$ cat src/hw/rtl/dtcs_pkg.sv
package dtcs_pkg;

  // Table geometry
  localparam int TABLE_DEPTH = 16;
  localparam int IDX_W       = (TABLE_DEPTH > 1) ? $clog2(TABLE_DEPTH) : 1;
  localparam int CNT_W       = $clog2(TABLE_DEPTH + 1);

  // Field widths
  localparam int CODE_W  = 24;
  localparam int STAT_W  = 8;
  localparam int LIMIT_W = 12;

  // Response byte accounting
  localparam int HEADER_BYTES = 2;
  localparam int ENTRY_BYTES  = 4;
  localparam int USED_W       = $clog2(HEADER_BYTES + ENTRY_BYTES * TABLE_DEPTH + 1);
  localparam int CMP_W        = ((USED_W > LIMIT_W) ? USED_W : LIMIT_W) + 1;

  localparam logic [LIMIT_W-1:0] LIMIT_RESET     = 12'hFFF;
  localparam logic [CODE_W-1:0]  CLEAR_ALL_GROUP = 24'hFFFFFF;

  // Operation codes
  typedef enum logic [1:0] {
    OP_ADD    = 2'd0,
    OP_CLEAR  = 2'd1,
    OP_REPORT = 2'd2,
    OP_NONE   = 2'd3
  } op_t;

  // Result item kinds
  typedef enum logic [1:0] {
    KIND_ACK    = 2'd0,
    KIND_HEADER = 2'd1,
    KIND_ENTRY  = 2'd2
  } kind_t;

  // Outcome codes
  typedef enum logic [1:0] {
    OC_OK    = 2'd0,
    OC_RANGE = 2'd1,
    OC_FULL  = 2'd2
  } outcome_t;

  // One table entry as it travels along the chain
  typedef struct packed {
    logic [CODE_W-1:0] code;
    logic [STAT_W-1:0] status;
  } entry_t;

  // One result item
  typedef struct packed {
    kind_t             kind;
    outcome_t          outcome;
    logic [STAT_W-1:0] avail;
    logic [CODE_W-1:0] code;
    logic [STAT_W-1:0] status;
    logic              last;
  } out_item_t;

  function automatic out_item_t make_ack(outcome_t oc);
    out_item_t r;
    r.kind    = KIND_ACK;
    r.outcome = oc;
    r.avail   = '0;
    r.code    = '0;
    r.status  = '0;
    r.last    = 1'b1;
    return r;
  endfunction

endpackage

$ cat src/hw/rtl/dtcs_cell.sv
module dtcs_cell
  import dtcs_pkg::*;
(
  input  logic   clk,
  input  logic   shift_en,
  input  entry_t d_in,
  output entry_t q
);

  entry_t entry_r;

  // Hold one entry; pass it to the neighbor while the ring rotates
  always_ff @(posedge clk) begin
    if (shift_en) begin
      entry_r <= d_in;
    end
  end

  assign q = entry_r;

endmodule

$ cat src/hw/rtl/diagnostic_trouble_code_store_unit.sv
// Diagnostic trouble code store.
// Input channel: an item (in_operation, in_dtc_code, in_status_bits,
// in_status_mask, in_group_code) is taken on a clock edge with start high
// and busy low. Results come out at most one per cycle with out_valid high for
// exactly one cycle; out_last marks the final result of an item.
// Configuration: cfg_wr_en writes cfg_wr_data into the response byte limit.
// Entries sit in a ring of TABLE_DEPTH cells that rotates once per add or
// report, so each item walks the whole ring one cell per cycle.
// Operation handling:
//   clear and unused operation: the ack is registered and busy stays low,
//     so a new item can be taken without waiting for the ack.
//   add: busy while the ring rotates; the ack follows the last cell of the scan.
//   report: header and entries come out during the scan and after it; busy
//     through the scan and the done state. Each item is held back until
//     the next matching entry or the end of the scan so that out_last can be
//     set on the final one.
// Reset clears the entry count, the status summary and sets the limit to
// 4095; entry contents are not cleared. Results cannot be stalled.
module diagnostic_trouble_code_store_unit
  import dtcs_pkg::*;
(
  input  logic               clk,
  input  logic               rst_n,
  input  logic               start,
  output logic               busy,
  input  logic [1:0]         in_operation,
  input  logic [CODE_W-1:0]  in_dtc_code,
  input  logic [STAT_W-1:0]  in_status_bits,
  input  logic [STAT_W-1:0]  in_status_mask,
  input  logic [CODE_W-1:0]  in_group_code,
  input  logic               cfg_wr_en,
  input  logic [LIMIT_W-1:0] cfg_wr_data,
  output logic               out_valid,
  output logic [1:0]         out_item_kind,
  output logic [1:0]         out_outcome,
  output logic [STAT_W-1:0]  out_availability_mask,
  output logic [CODE_W-1:0]  out_entry_code,
  output logic [STAT_W-1:0]  out_entry_status,
  output logic               out_last
);

  typedef enum logic [2:0] {
    ST_IDLE = 3'b001,
    ST_SCAN = 3'b010,
    ST_DONE = 3'b100
  } state_t;

  state_t             state_r, state_nxt;
  logic [IDX_W-1:0]   idx_r, idx_nxt;
  logic [CNT_W-1:0]   count_r, count_nxt;
  logic [STAT_W-1:0]  avail_r, avail_nxt;
  logic [LIMIT_W-1:0] limit_r;
  op_t                op_r, op_nxt;
  logic [CODE_W-1:0]  code_r, code_nxt;
  logic [STAT_W-1:0]  bits_r, bits_nxt;
  logic [STAT_W-1:0]  mask_r, mask_nxt;
  logic               found_r, found_nxt;
  logic               stop_r, stop_nxt;
  logic [USED_W-1:0]  used_r, used_nxt;
  out_item_t          pend_r, pend_nxt;
  out_item_t          out_r, out_nxt;
  logic               out_valid_r, out_valid_nxt;

  entry_t             cell_q [TABLE_DEPTH];
  entry_t             feed;
  entry_t             head;
  logic               shift_en;
  logic               in_use;
  logic               at_tail;
  logic               last_idx;
  out_item_t          ent_item;
  logic [CMP_W-1:0]   need_bytes;

  // Ring of cells: cell 0 is the head, the controller feeds the tail
  assign shift_en = (state_r == ST_SCAN);

  for (genvar k = 0; k < TABLE_DEPTH; k++) begin : g_cell
    entry_t d_k;
    if (k == TABLE_DEPTH - 1) begin : g_tail
      assign d_k = feed;
    end else begin : g_mid
      assign d_k = cell_q[k+1];
    end
    dtcs_cell u_cell (
      .clk      (clk),
      .shift_en (shift_en),
      .d_in     (d_k),
      .q        (cell_q[k])
    );
  end

  assign head     = cell_q[0];
  assign in_use   = (CNT_W'(idx_r) < count_r);
  assign at_tail  = (CNT_W'(idx_r) == count_r);
  assign last_idx = (idx_r == IDX_W'(TABLE_DEPTH - 1));
  assign need_bytes = CMP_W'(used_r) + CMP_W'(ENTRY_BYTES);

  always_comb begin
    ent_item.kind    = KIND_ENTRY;
    ent_item.outcome = OC_OK;
    ent_item.avail   = '0;
    ent_item.code    = head.code;
    ent_item.status  = head.status;
    ent_item.last    = 1'b0;
  end

  // Controller: accepts items, walks the ring, forms result items
  always_comb begin
    state_nxt     = state_r;
    idx_nxt       = idx_r;
    count_nxt     = count_r;
    avail_nxt     = avail_r;
    op_nxt        = op_r;
    code_nxt      = code_r;
    bits_nxt      = bits_r;
    mask_nxt      = mask_r;
    found_nxt     = found_r;
    stop_nxt      = stop_r;
    used_nxt      = used_r;
    pend_nxt      = pend_r;
    out_nxt       = out_r;
    out_valid_nxt = 1'b0;
    feed          = head;

    case (state_r)
      ST_IDLE: begin
        if (start) begin
          op_nxt    = op_t'(in_operation);
          code_nxt  = in_dtc_code;
          bits_nxt  = in_status_bits;
          mask_nxt  = in_status_mask;
          idx_nxt   = '0;
          found_nxt = 1'b0;
          stop_nxt  = 1'b0;
          used_nxt  = USED_W'(HEADER_BYTES);
          case (op_t'(in_operation))
            OP_ADD: begin
              state_nxt = ST_SCAN;
            end
            OP_REPORT: begin
              state_nxt      = ST_SCAN;
              pend_nxt       = make_ack(OC_OK);
              pend_nxt.kind  = KIND_HEADER;
              pend_nxt.avail = avail_r;
              pend_nxt.last  = 1'b0;
            end
            OP_CLEAR: begin
              out_valid_nxt = 1'b1;
              if (in_group_code == CLEAR_ALL_GROUP) begin
                count_nxt = '0;
                avail_nxt = '0;
                out_nxt   = make_ack(OC_OK);
              end else begin
                out_nxt   = make_ack(OC_RANGE);
              end
            end
            default: begin
              out_valid_nxt = 1'b1;
              out_nxt       = make_ack(OC_OK);
            end
          endcase
        end
      end

      ST_SCAN: begin
        idx_nxt = idx_r + IDX_W'(1);
        if (op_r == OP_ADD) begin
          // Merge on match, append at the first free slot
          if (in_use && head.code == code_r) begin
            feed.status = head.status | bits_r;
            found_nxt   = 1'b1;
            avail_nxt   = avail_r | bits_r;
          end else if (at_tail && !found_r) begin
            feed.code   = code_r;
            feed.status = bits_r;
            found_nxt   = 1'b1;
            count_nxt   = count_r + CNT_W'(1);
            avail_nxt   = avail_r | bits_r;
          end
          if (last_idx) begin
            state_nxt     = ST_IDLE;
            out_valid_nxt = 1'b1;
            out_nxt       = make_ack(found_nxt ? OC_OK : OC_FULL);
          end
        end else begin
          // Report: release the held item when a new entry qualifies
          if (in_use && (head.status & mask_r) != '0 && !stop_r) begin
            if (need_bytes > CMP_W'(limit_r)) begin
              stop_nxt = 1'b1;
            end else begin
              used_nxt      = need_bytes[USED_W-1:0];
              out_valid_nxt = 1'b1;
              out_nxt       = pend_r;
              pend_nxt      = ent_item;
            end
          end
          if (last_idx) begin
            state_nxt = ST_DONE;
          end
        end
      end

      ST_DONE: begin
        out_valid_nxt = 1'b1;
        out_nxt       = pend_r;
        out_nxt.last  = 1'b1;
        state_nxt     = ST_IDLE;
      end

      default: begin
        state_nxt = ST_IDLE;
      end
    endcase
  end

  // Control state
  always_ff @(posedge clk) begin
    if (!rst_n) begin
      state_r     <= ST_IDLE;
      count_r     <= '0;
      avail_r     <= '0;
      limit_r     <= LIMIT_RESET;
      out_valid_r <= 1'b0;
    end else begin
      state_r     <= state_nxt;
      count_r     <= count_nxt;
      avail_r     <= avail_nxt;
      out_valid_r <= out_valid_nxt;
      if (cfg_wr_en) begin
        limit_r <= cfg_wr_data;
      end
    end
  end

  // Item context and result payload
  always_ff @(posedge clk) begin
    idx_r   <= idx_nxt;
    op_r    <= op_nxt;
    code_r  <= code_nxt;
    bits_r  <= bits_nxt;
    mask_r  <= mask_nxt;
    found_r <= found_nxt;
    stop_r  <= stop_nxt;
    used_r  <= used_nxt;
    pend_r  <= pend_nxt;
    out_r   <= out_nxt;
  end

  assign busy                  = (state_r != ST_IDLE);
  assign out_valid             = out_valid_r;
  assign out_item_kind         = out_r.kind;
  assign out_outcome           = out_r.outcome;
  assign out_availability_mask = out_r.avail;
  assign out_entry_code        = out_r.code;
  assign out_entry_status      = out_r.status;
  assign out_last              = out_r.last;

endmodule

$ cat config.mk
export PLATFORM = sky130hd
export DESIGN_NAME = diagnostic_trouble_code_store_unit
export DESIGN_NICKNAME = d
export VERILOG_FILES = /design/src/hw/rtl/dtcs_pkg.sv /design/src/hw/rtl/dtcs_cell.sv /design/src/hw/rtl/diagnostic_trouble_code_store_unit.sv
export SDC_FILE = /design/constraint.sdc
export NUM_CORES = 1
export LEC_CHECK = 0
export CELL_PAD_IN_SITES_DETAIL_PLACEMENT = 1
export CELL_PAD_IN_SITES_GLOBAL_PLACEMENT = 1
export CORE_MARGIN = 2
export CORE_UTILIZATION = 45
export CTS_CLUSTER_SIZE = 16
export DETAILED_ROUTE_END_ITERATION = 10
export DONT_BUFFER_PORTS = 1
export HOLD_SLACK_MARGIN = 0.08
export PLACE_DENSITY_LB_ADDON = 0.05
export SLEW_MARGIN = 5
export SYNTH_ARGS = -nofsm -noshare
export SYNTH_HDL_FRONTEND = slang
export SYNTH_SLANG_ARGS = --single-unit
$ cat constraint.sdc
create_clock -name clk -period 29.3 [get_ports clk]
set_input_delay 5.86 -clock clk [delete_from_list [all_inputs] [get_ports clk]]
set_output_delay 5.86 -clock clk [all_outputs]
set_load 0.01 [all_outputs]
==> results of run 1 <==
## placed cells by master (no fill, tap or decap), types with 4 or more instances in the layout
master,instances
nand2b_1,4
edfxtp_1,652
clkinv_1,17
xor2_1,26
or3_1,4
nor2_1,12
and2_1,90
clkinv_2,4
nand4_1,12
nor4_1,7
dfxtp_1,29
clkbuf_1,25
mux2i_1,6
a21oi_1,8
nand2_1,23
a21o_1,4
o21ai_0,6
buf_4,6
a22o_1,17
ha_1,13
nand3_1,7
inv_1,14
clkbuf_16,76
mux2_2,22
o211ai_1,8
## registers in the layout, summed over array words and instances, names as in the netlist, 4 cells and up
| register | cells |
|---|---|
| bits_r | 8 |
| out_availability_mask | 8 |
| count_r | 5 |
| pend_r | 42 |
| g_cell.u_cell.q | 512 |
| limit_r | 12 |
| code_r | 24 |
| mask_r | 8 |
| avail_r | 8 |
| idx_r | 4 |
| used_r | 5 |
| out_entry_status | 8 |
| out_entry_code | 24 |
## layer usage
metal,GRT usage,vias up
met3,0.0394,66
met1,0.202,4614
met5,0,-
met2,0.217,150
li1,-,4175
met4,0.0578,12
## stage by stage
step	area [um^2]	hold WS, ns	cells	power, W
after floorplan	22700	0.400	1037	0.00114
after global placement	23500	0.401	1695	0.00114
after detailed placement	23500	0.405	1695	0.00115
after CTS	25700	0.405	1825	0.00200
after global routing	25700	0.412	1826	0.00204
final	25700	0.401	1828	0.00197
## final cells by class
type | instances | area [um^2] | share of cell area
Multi-Input combinational cell | 319 | 2370 | 0.0921
Sequential cell | 681 | 20200 | 0.784
Timing Repair Buffer | 7 | 65.1 | 0.00253
Tap cell | 672 | 841 | 0.0327
Clock buffer | 103 | 2020 | 0.0787
Antenna cell | 3 | 7.51 | 0.000292
Clock inverter | 27 | 185 | 0.00720
Inverter | 16 | 67.6 | 0.00263
## power groups by stage
stage	registers [W]	logic, W	clock network [W]
final	0.00109	0.0000312	0.000848
after global routing	0.00109	0.0000354	0.000915
after CTS	0.00109	0.0000328	0.000878
after detailed placement	0.00111	0.0000326	0
after global placement	0.00111	0.0000316	0
after floorplan	0.00112	0.0000225	0
## final timing paths
kind                          start                 endpoint  slack, ns  depth (start not counted)
max                      state_r[0]                     busy      21.91                          2
max reg2reg              state_r[2]  g_cell[13].u_cell.q[25]      25.22                          5
min          g_cell[9].u_cell.q[15]   g_cell[8].u_cell.q[15]       0.40                          0
min reg2reg  g_cell[9].u_cell.q[15]   g_cell[8].u_cell.q[15]       0.40                          0
## critical path, stage by stage, from the launching register on
cell	delay (ns)
dfxtp_1	0.48
nor3b_4	0.32
inv_1	0.15
## cells by family after synthesis
| kind of cell | after synthesis | share of synthesized area |
|---|---|---|
| flops | 681 | 0.889 |
| simple gates | 181 | 0.0477 |
| compound gates | 66 | 0.0227 |
| buf+inv | 37 | 0.00750 |
| mux | 30 | 0.0146 |
| xor+xnor | 29 | 0.0112 |
| fa+ha+maj | 13 | 0.00717 |
==> impl_metrics.ini, run 1 <==
[run_status]
status = finished, final reports clean

[die]
die_h_um = 228
io_pins = 129
die_width_um = 228
dieArea_um2 = 52200
core_um2 = 50000
rows = 82
start_util = 0.454

[layout]
area_growth_syn_to_layout_pct = 13.4
drive_above_1_share = 0.115
final_core_util = 0.515
fin_nets = 1192
nFillCells = 4395

[synth]
async_flop_share = 0
synth_edf_count = 652
synth_top_flop_cell = edfxtp_1
syn-cell-area_um2 = 22700
synth_top_area_frac = 0.864
synthMostInstantiatedCell = edfxtp_1
yosysTopAreaCell = edfxtp_1
ys_top_cells_by_area = edfxtp_1 (86%), dfxtp_1 (2.6%), and2_1 (2.5%), mux2_2 (1.1%), xor2_1 (1.0%)
avgSynthCellArea_um2 = 21.9
synth.ff_latch_count = 681
yosys_warnings = 0
syn-num-nets = 1132
synth_cells = 1037
synthTopCellsByCount = edfxtp_1 (652), and2_1 (90), dfxtp_1 (29)
ys_seq_area_frac = 0.889
synth_cell_type_count = 55

[detailed_routing]
met2WireLength_mm = 17.0
drt-initial-drc-count = 640
ant_nets = 0
drt-pass1-iter-count = 4
wl_met1_mm = 16.9
wl_met3_mm = 1.79
wire_per_inst_um = 20.0
totalWireLength_mm = 36.6
vias_per_cell = 4.93
drcViolationCount = 0
route.vias.total = 9017
top_layer_used = met5

[clocking]
clock-sinks = 681
cts-hold-fix-buffers = 0
clock_path_buffers = 3
cts_tree = yes
cts_resized = 0
cts_buffers = 72
path_clk_slew_ns = 0.06
clk_latency_ns = 0.59
cts_setup_buffers = 0
ctsRootBufferMaster = clkbuf_16
htreeDepth = 3

[timing]
timing.final.crit_share = 0.252
tightest_slew_ns = 1.24
fin_crit_ns = 7.39
fmax_ghz = 0.135
setup_ws_ns = 21.91
rsz0062_at_grt = false
maxSlewHeadroom = 0.174
clock_skew_ns = 0.0219
hold_viol = 0
setup_viol = 0
tns_ns = 0
slew_viol_final = 0

[worst_setup_path]
critical_path_class = reg2out
worst_setup_path_end_kind = output pin
cp-start-kind = register
critPathMaxFanout = 7
cp.required_ns = 23.44
worstPathArrival_ns = 1.53

[global_routing]
grt_pass1_vias = 9337
grt_pass1_wl_mm = 56.8
track_usage = 0.144
grt_remaining_overflow = 0
grt_max_degree = 214
antenna_found_initial = 9

[power]
p_int_w = 0.00159
pwr-share-seq = 0.554
power.density_nw_per_um2 = 76.6
p_leak_nw = 8.32
p_comb_frac = 0.016
ir_drop_v = 0.0000535
p_sw_w = 0.000383
pwr-share-clk = 0.430
netSwitchingFraction = 0.195

[hold_path]
hp-class = reg2reg

[placed_design]
gp_congestion = 0.736
numPortBuffers = 0
place_ws_ns = 21.25
dpl.hpwl_mm = 21.3

[job]
cap_violations = 0
Power figures use the tool's default switching activity.
==> run 2: changes to the inputs <==
--- a/config.mk
+++ b/config.mk
@@ -5,6 +5,7 @@
 export SDC_FILE = /design/constraint.sdc
 export NUM_CORES = 1
 export LEC_CHECK = 0
+export ABC_AREA = 1
 export CELL_PAD_IN_SITES_DETAIL_PLACEMENT = 1
 export CELL_PAD_IN_SITES_GLOBAL_PLACEMENT = 1
 export CORE_MARGIN = 2
==> constraint.sdc (replaced) <==
create_clock -name clk -period 6 [get_ports clk]
set_input_delay 1.2 -clock clk [delete_from_list [all_inputs] [get_ports clk]]
set_output_delay 1.2 -clock clk [all_outputs]
set_load 0.01 [all_outputs]
==> impl_metrics.ini, run 2 <==
[placed_design]
dpl.hpwl_mm = 22.7
gp_congestion = 0.767
numPortBuffers = 0
place_ws_ns = 2.54

[die]
io_pins = 129
core_um2 = 50300
rows = 82
die_h_um = 230
dieArea_um2 = 52800
die_width_um = 230
start_util = 0.457

[detailed_routing]
drt-pass1-iter-count = 4
vias_per_cell = 4.88
totalWireLength_mm = 39.1
route.vias.total = 10100
ant_nets = 0
drcViolationCount = 0
wire_per_inst_um = 18.8
drt-initial-drc-count = 783

[global_routing]
grt_remaining_overflow = 0
antenna_found_initial = 9
grt_pass1_vias = 10400
grt_pass1_wl_mm = 61.5
track_usage = 0.154
grt_max_degree = 207

[worst_setup_path]
worstPathArrival_ns = 3.55
cp_cell_sequence = ha_1 > nand2_1 > inv_1 > nand2_1 > xor2_1 > inv_1 > ha_1 > nand2_1 > nor2_1 > nand3_1 > nand3_1 > a21oi_1 > nor2_4 > buf_4
cp_top_family = simple AND/OR/NAND/NOR gates
critPathMaxFanout = 31
cp-start-kind = register
path_common_cell = nand2_1
critical_path_class = reg2reg
slowest_delay_ns = 0.49
cp_slowest_cell = buf_4
cp.required_ns = 6.23
cp_num_buf_inv = 3
worst_setup_path_end_kind = register

[clocking]
cts_buffers = 71
path_clk_slew_ns = 0.06
cts_setup_buffers = 0
cts-hold-fix-buffers = 0
ctsRootBufferMaster = clkbuf_16
cts_resized = 0
htreeDepth = 3
clock-sinks = 681
clock_path_buffers = 3
clk_latency_ns = 0.60
cts_tree = yes

[run_status]
status = finished, final reports clean

[timing]
tns_ns = 0
rsz0062_at_grt = false
hold_viol = 0
fmax_ghz = 0.302
setup_viol = 0
fin_crit_ns = 3.31
setup_ws_ns = 2.69
tightest_slew_ns = 1.08
maxSlewHeadroom = 0.279
slew_viol_final = 0
timing.final.crit_share = 0.552
clock_skew_ns = 0.0272

[synth]
async_flop_share = 0
synth_cells = 1286
synth_top_flop_cell = edfxtp_1
yosysTopAreaCell = edfxtp_1
synth.ff_latch_count = 681
synth_edf_count = 652
avgSynthCellArea_um2 = 17.8
yosys_warnings = 0
ys_seq_area_frac = 0.878
synthMostInstantiatedCell = edfxtp_1
ys_top_cells_by_area = edfxtp_1 (85%), dfxtp_1 (2.5%), nor2_1 (2.2%), nand2_1 (2.2%), inv_1 (1.9%)
synth_cell_type_count = 34
synth_top_area_frac = 0.853
synthTopCellsByCount = edfxtp_1 (652), nor2_1 (137), nand2_1 (133)
syn-cell-area_um2 = 23000
syn-num-nets = 1381

[layout]
layout_commonest_cell = edfxtp_1
drive_above_1_share = 0.0943
largest_reg_flops = 512
fin_nets = 1437
final_cell_mix = edfxtp_1 (652), nor2_1 (134), nand2_1 (132)
area_growth_syn_to_layout_pct = 13.6

[job]
cap_violations = 0

[power]
ir_drop_v = 0.000206
power.density_nw_per_um2 = 413
p_leak_nw = 8.85

[hold_path]
hp-class = reg2reg
==> run 2: changes by cell type in the layout (fill, tap and decap cells not counted), moves of 18 or more <==
cell | before | now
xor2_1 | 26 | 2
and2_1 | 90 | 0
nand2_1 | 23 | 132
mux2_2 | 22 | 0
nand3_1 | 7 | 35
nor2_1 | 12 | 134
inv_1 | 14 | 117
o21ai_1 | 0 | 33
a21oi_1 | 8 | 26
==> run 2: report_power, final <==
part	switching [W]	internal, W	leakage [nW]	total, W
logic	0.000501	0.000163	1.53	0.000664
registers	0.000160	0.00566	6.20	0.00582
clock network	0.00175	0.00254	1.12	0.00429
total	0.00241	0.00836	8.85	0.0108
==> run 2: routing by layer <==
layer,global-route usage,part of all wire,vias up
li1,-,-,4750
met1,0.223,0.47,5117
met2,0.224,0.45,169
met3,0.0423,0.044,86
met4,0.0599,0.030,10
met5,0,0.0016,-
==> run 2: worst paths after layout <==
check / to / depth (start not counted) / startpoint / slack (ns)
worst max-delay path: pend_r[19] / 14 / used_r[2] / 2.69
worst min-delay path: g_cell[1].u_cell.q[11] / 0 / g_cell[2].u_cell.q[11] / 0.41
worst max register to register: pend_r[19] / 14 / used_r[2] / 2.69
worst min register to register: g_cell[1].u_cell.q[11] / 0 / g_cell[2].u_cell.q[11] / 0.41
==> run 2: per-stage QoR <==
step | power (W) | hold WS, ns | util | std cells | instance area, um^2
after CTS | 0.0110 | 0.414 | 0.519 | 2072 | 26100
after detailed placement | 0.00661 | 0.405 | 0.473 | 1941 | 23800
after floorplan | 0.00636 | 0.400 | - | 1286 | 23000
final | 0.0108 | 0.412 | 0.519 | 2075 | 26100
after global placement | 0.00657 | 0.401 | 0.473 | 1941 | 23800
after global routing | 0.0112 | 0.418 | 0.519 | 2073 | 26100
==> run 2: final cells by class <==
cell class	count	area, um^2
Fill cell	4621	24200
Sequential cell	681	20200
Multi-Input combinational cell	452	2200
Clock buffer	89	1930
Tap cell	672	841
Inverter	127	477
Clock inverter	42	364
Timing Repair Buffer	9	105
Antenna cell	3	7.51
==> run 2: worst reg2reg max path, cell delays in order, from the launching register on <==
cell and delay, ns:
edfxtp_1 0.43, ha_1 0.24, nand2_1 0.07, inv_1 0.06
nand2_1 0.07, xor2_1 0.20, inv_1 0.07, ha_1 0.29
nand2_1 0.06, nor2_1 0.15, nand3_1 0.09, nand3_1 0.16
a21oi_1 0.16, nor2_4 0.36, buf_4 0.50
==> run 2: cells by family (layout without fill, tap and decap cells) <==
kind of cell | after synthesis | count (layout) | synth area share
XOR/XNOR | 21 | 21 | 0.00801
AND/OR/NAND/NOR | 336 | 336 | 0.0610
AO/OA/AOI/OAI | 82 | 82 | 0.0185
adder cells (fa/ha/maj) | 13 | 13 | 0.00709
other | 0 | 3 | 0
flip-flops | 681 | 681 | 0.878
buffers and inverters | 153 | 267 | 0.0272
==> run 3: changes to the inputs <==
--- a/config.mk
+++ b/config.mk
@@ -5,7 +5,7 @@
 export SDC_FILE = /design/constraint.sdc
 export NUM_CORES = 1
 export LEC_CHECK = 0
-export ABC_AREA = 1
+export ABC_AREA = 0
 export CELL_PAD_IN_SITES_DETAIL_PLACEMENT = 1
 export CELL_PAD_IN_SITES_GLOBAL_PLACEMENT = 1
 export CORE_MARGIN = 2
==> constraint.sdc (replaced) <==
create_clock -name clk -period 3.08 [get_ports clk]
set_input_delay 0.616 -clock clk [delete_from_list [all_inputs] [get_ports clk]]
set_output_delay 0.616 -clock clk [all_outputs]
set_load 0.01 [all_outputs]
==> impl_metrics.ini, run 3 (synthesis results as in run 1) <==
[worst_setup_path]
r2r_end = used_r[3]
critical_path_class = reg2reg
rr_startpoint = used_r[2]
worst_setup_path_end_kind = register
slowest_delay_ns = 0.45
ff2ff_setup_slack_ns = 0.24
worstRegToRegCells = 9
cp.required_ns = 3.30
cp_cell_sequence = ha_1 > nand3_1 > xnor2_1 > ha_1 > a21o_1 > a21o_1 > o221ai_1 > a21oi_1 > a21oi_1
worstPathArrival_ns = 3.06
cp-startpoint = used_r[2]
cp-start-kind = register
cp_slowest_cell = edfxtp_1
critPathMaxFanout = 5

[die]
core_um2 = 50000
die_h_um = 228
rows = 82
dieArea_um2 = 52200
die_width_um = 228
io_pins = 129
start_util = 0.454

[layout]
drive_above_1_share = 0.128
post-route-cell-area_um2 = 26400
largest_reg_flops = 512
layout_commonest_cell = edfxtp_1
diodes = 0
area_growth_syn_to_layout_pct = 16.2
fin_nets = 1248
final_core_util = 0.527
final_cell_mix = edfxtp_1 (652), and2_1 (90), clkbuf_16 (74)

[clocking]
cts_tree = yes
ctsRootBufferMaster = clkbuf_16
cts_buffers = 72
clock-sinks = 681
path_clk_slew_ns = 0.06
htreeDepth = 3
clock_path_buffers = 3
clk_latency_ns = 0.60

[power]
netSwitchingFraction = 0.194
pwr-share-seq = 0.548
p_int_w = 0.0153
p_sw_w = 0.00368
power.density_nw_per_um2 = 719
ir_drop_v = 0.000365
pwr-share-clk = 0.432
p_leak_nw = 8.62
p_comb_frac = 0.020

[global_routing]
grt_remaining_overflow = 0
grt_max_degree = 126
grt_pass1_wl_mm = 61.0
track_usage = 0.156
antenna_found_initial = 4
grt_pass1_vias = 9794

[timing]
hold_viol = 0
clock_skew_ns = 0.0236
rsz0062_at_grt = false
tightest_slew_ns = 0.891
fin_crit_ns = 2.84
slew_viol_final = 0
whs_ns = 0.132
maxSlewHeadroom = 0.405
fmax_ghz = 0.352
timing.final.crit_share = 0.921
setup_viol = 0
tns_ns = 0

[placed_design]
gp_congestion = 0.742
place_area_um2 = 23700
numPortBuffers = 0
dpl.hpwl_mm = 22.7

[hold_path]
min_from = in_operation[1]
hp-class = in2reg
hold_depth = 0
min_to = op_r[1]

[job]
cap_violations = 0

[detailed_routing]
drt-initial-drc-count = 681
wire_per_inst_um = 20.5
drt-pass1-iter-count = 5
vias_per_cell = 4.95
totalWireLength_mm = 38.5
ant_nets = 0
drcViolationCount = 0
route.vias.total = 9305

[run_status]
status = finished, final reports clean
## run 3: cell types whose count changed in the layout (fill, tap and decap cells not counted), moves of 33 or more
cell	before	now
dlygate4sd3_1	0	42
and2_1	0	90
o21ai_1	33	0
nand2_1	132	23
nor2_1	134	12
inv_1	117	14
## run 3: timing repair
action | in CTS | in global routing
hold buffers | 42 | 0
resized for setup | 0 | 0
buffers inserted | 0 | 0
hold endpoints to repair | 47 | 0
## run 3: how the worst max path moves through the flow
stage	end	slack, ns	cells after the start
6_report	used_r[3]	0.24	9
4_1_cts	g_cell[15].u_cell.q[11]	0.18	6
5_1_grt	used_r[3]	0.03	9
3_3_place_gp	g_cell[15].u_cell.q[13]	0.25	6
3_5_place_dp	g_cell[15].u_cell.q[11]	0.21	6
2_1_floorplan	pend_r[10]	0.14	9
## run 3: stage by stage
| step | power (W) | setup slack, ns | instances |
|---|---|---|---|
| floorplan | 0.0108 | 0.136 | 1037 |
| global placement | 0.0109 | 0.245 | 1709 |
| detailed placement | 0.0109 | 0.211 | 1709 |
| CTS | 0.0193 | 0.176 | 1879 |
| global route | 0.0197 | 0.0270 | 1879 |
| finish | 0.0189 | 0.243 | 1879 |
## run 3: critical path, delay by kind of cell, from the launching register on
| family | cells | cell delay, ns |
|---|---|---|
| xor gates and xnor gates | 1 | 0.15 |
| AOI/OAI and AO/OA | 5 | 1.23 |
| and+or+nand+nor | 1 | 0.10 |
| DFF | 1 | 0.45 |
| adders and majority gates | 2 | 0.54 |
## run 3: layout make-up
type / instances / area, um^2
clock buffer: 97 / 1990
clock inverter: 31 / 256
fill: 4386 / 23600
inverter: 16 / 71.3
multi-input combinational: 319 / 2370
sequential: 681 / 20200
tap: 672 / 841
timing repair buffer: 63 / 666
## run 3: power by group through the flow
stage	Clock, W	Combinational (W)	Sequential [W]
after global placement	0	0.000331	0.0106
after detailed placement	0	0.000340	0.0106
final	0.00819	0.000376	0.0104
after CTS	0.00849	0.000390	0.0104
after floorplan	0	0.000218	0.0105
after global routing	0.00886	0.000423	0.0104
## run 3: layer usage
layer | wire, um | vias to the layer above | global-route usage
met4 | 1010 | 6 | 0.0619
met3 | 1800 | 72 | 0.0384
met5 | 34 | - | 0
li1 | - | 4279 | -
met2 | 18000 | 179 | 0.233
met1 | 17700 | 4769 | 0.222
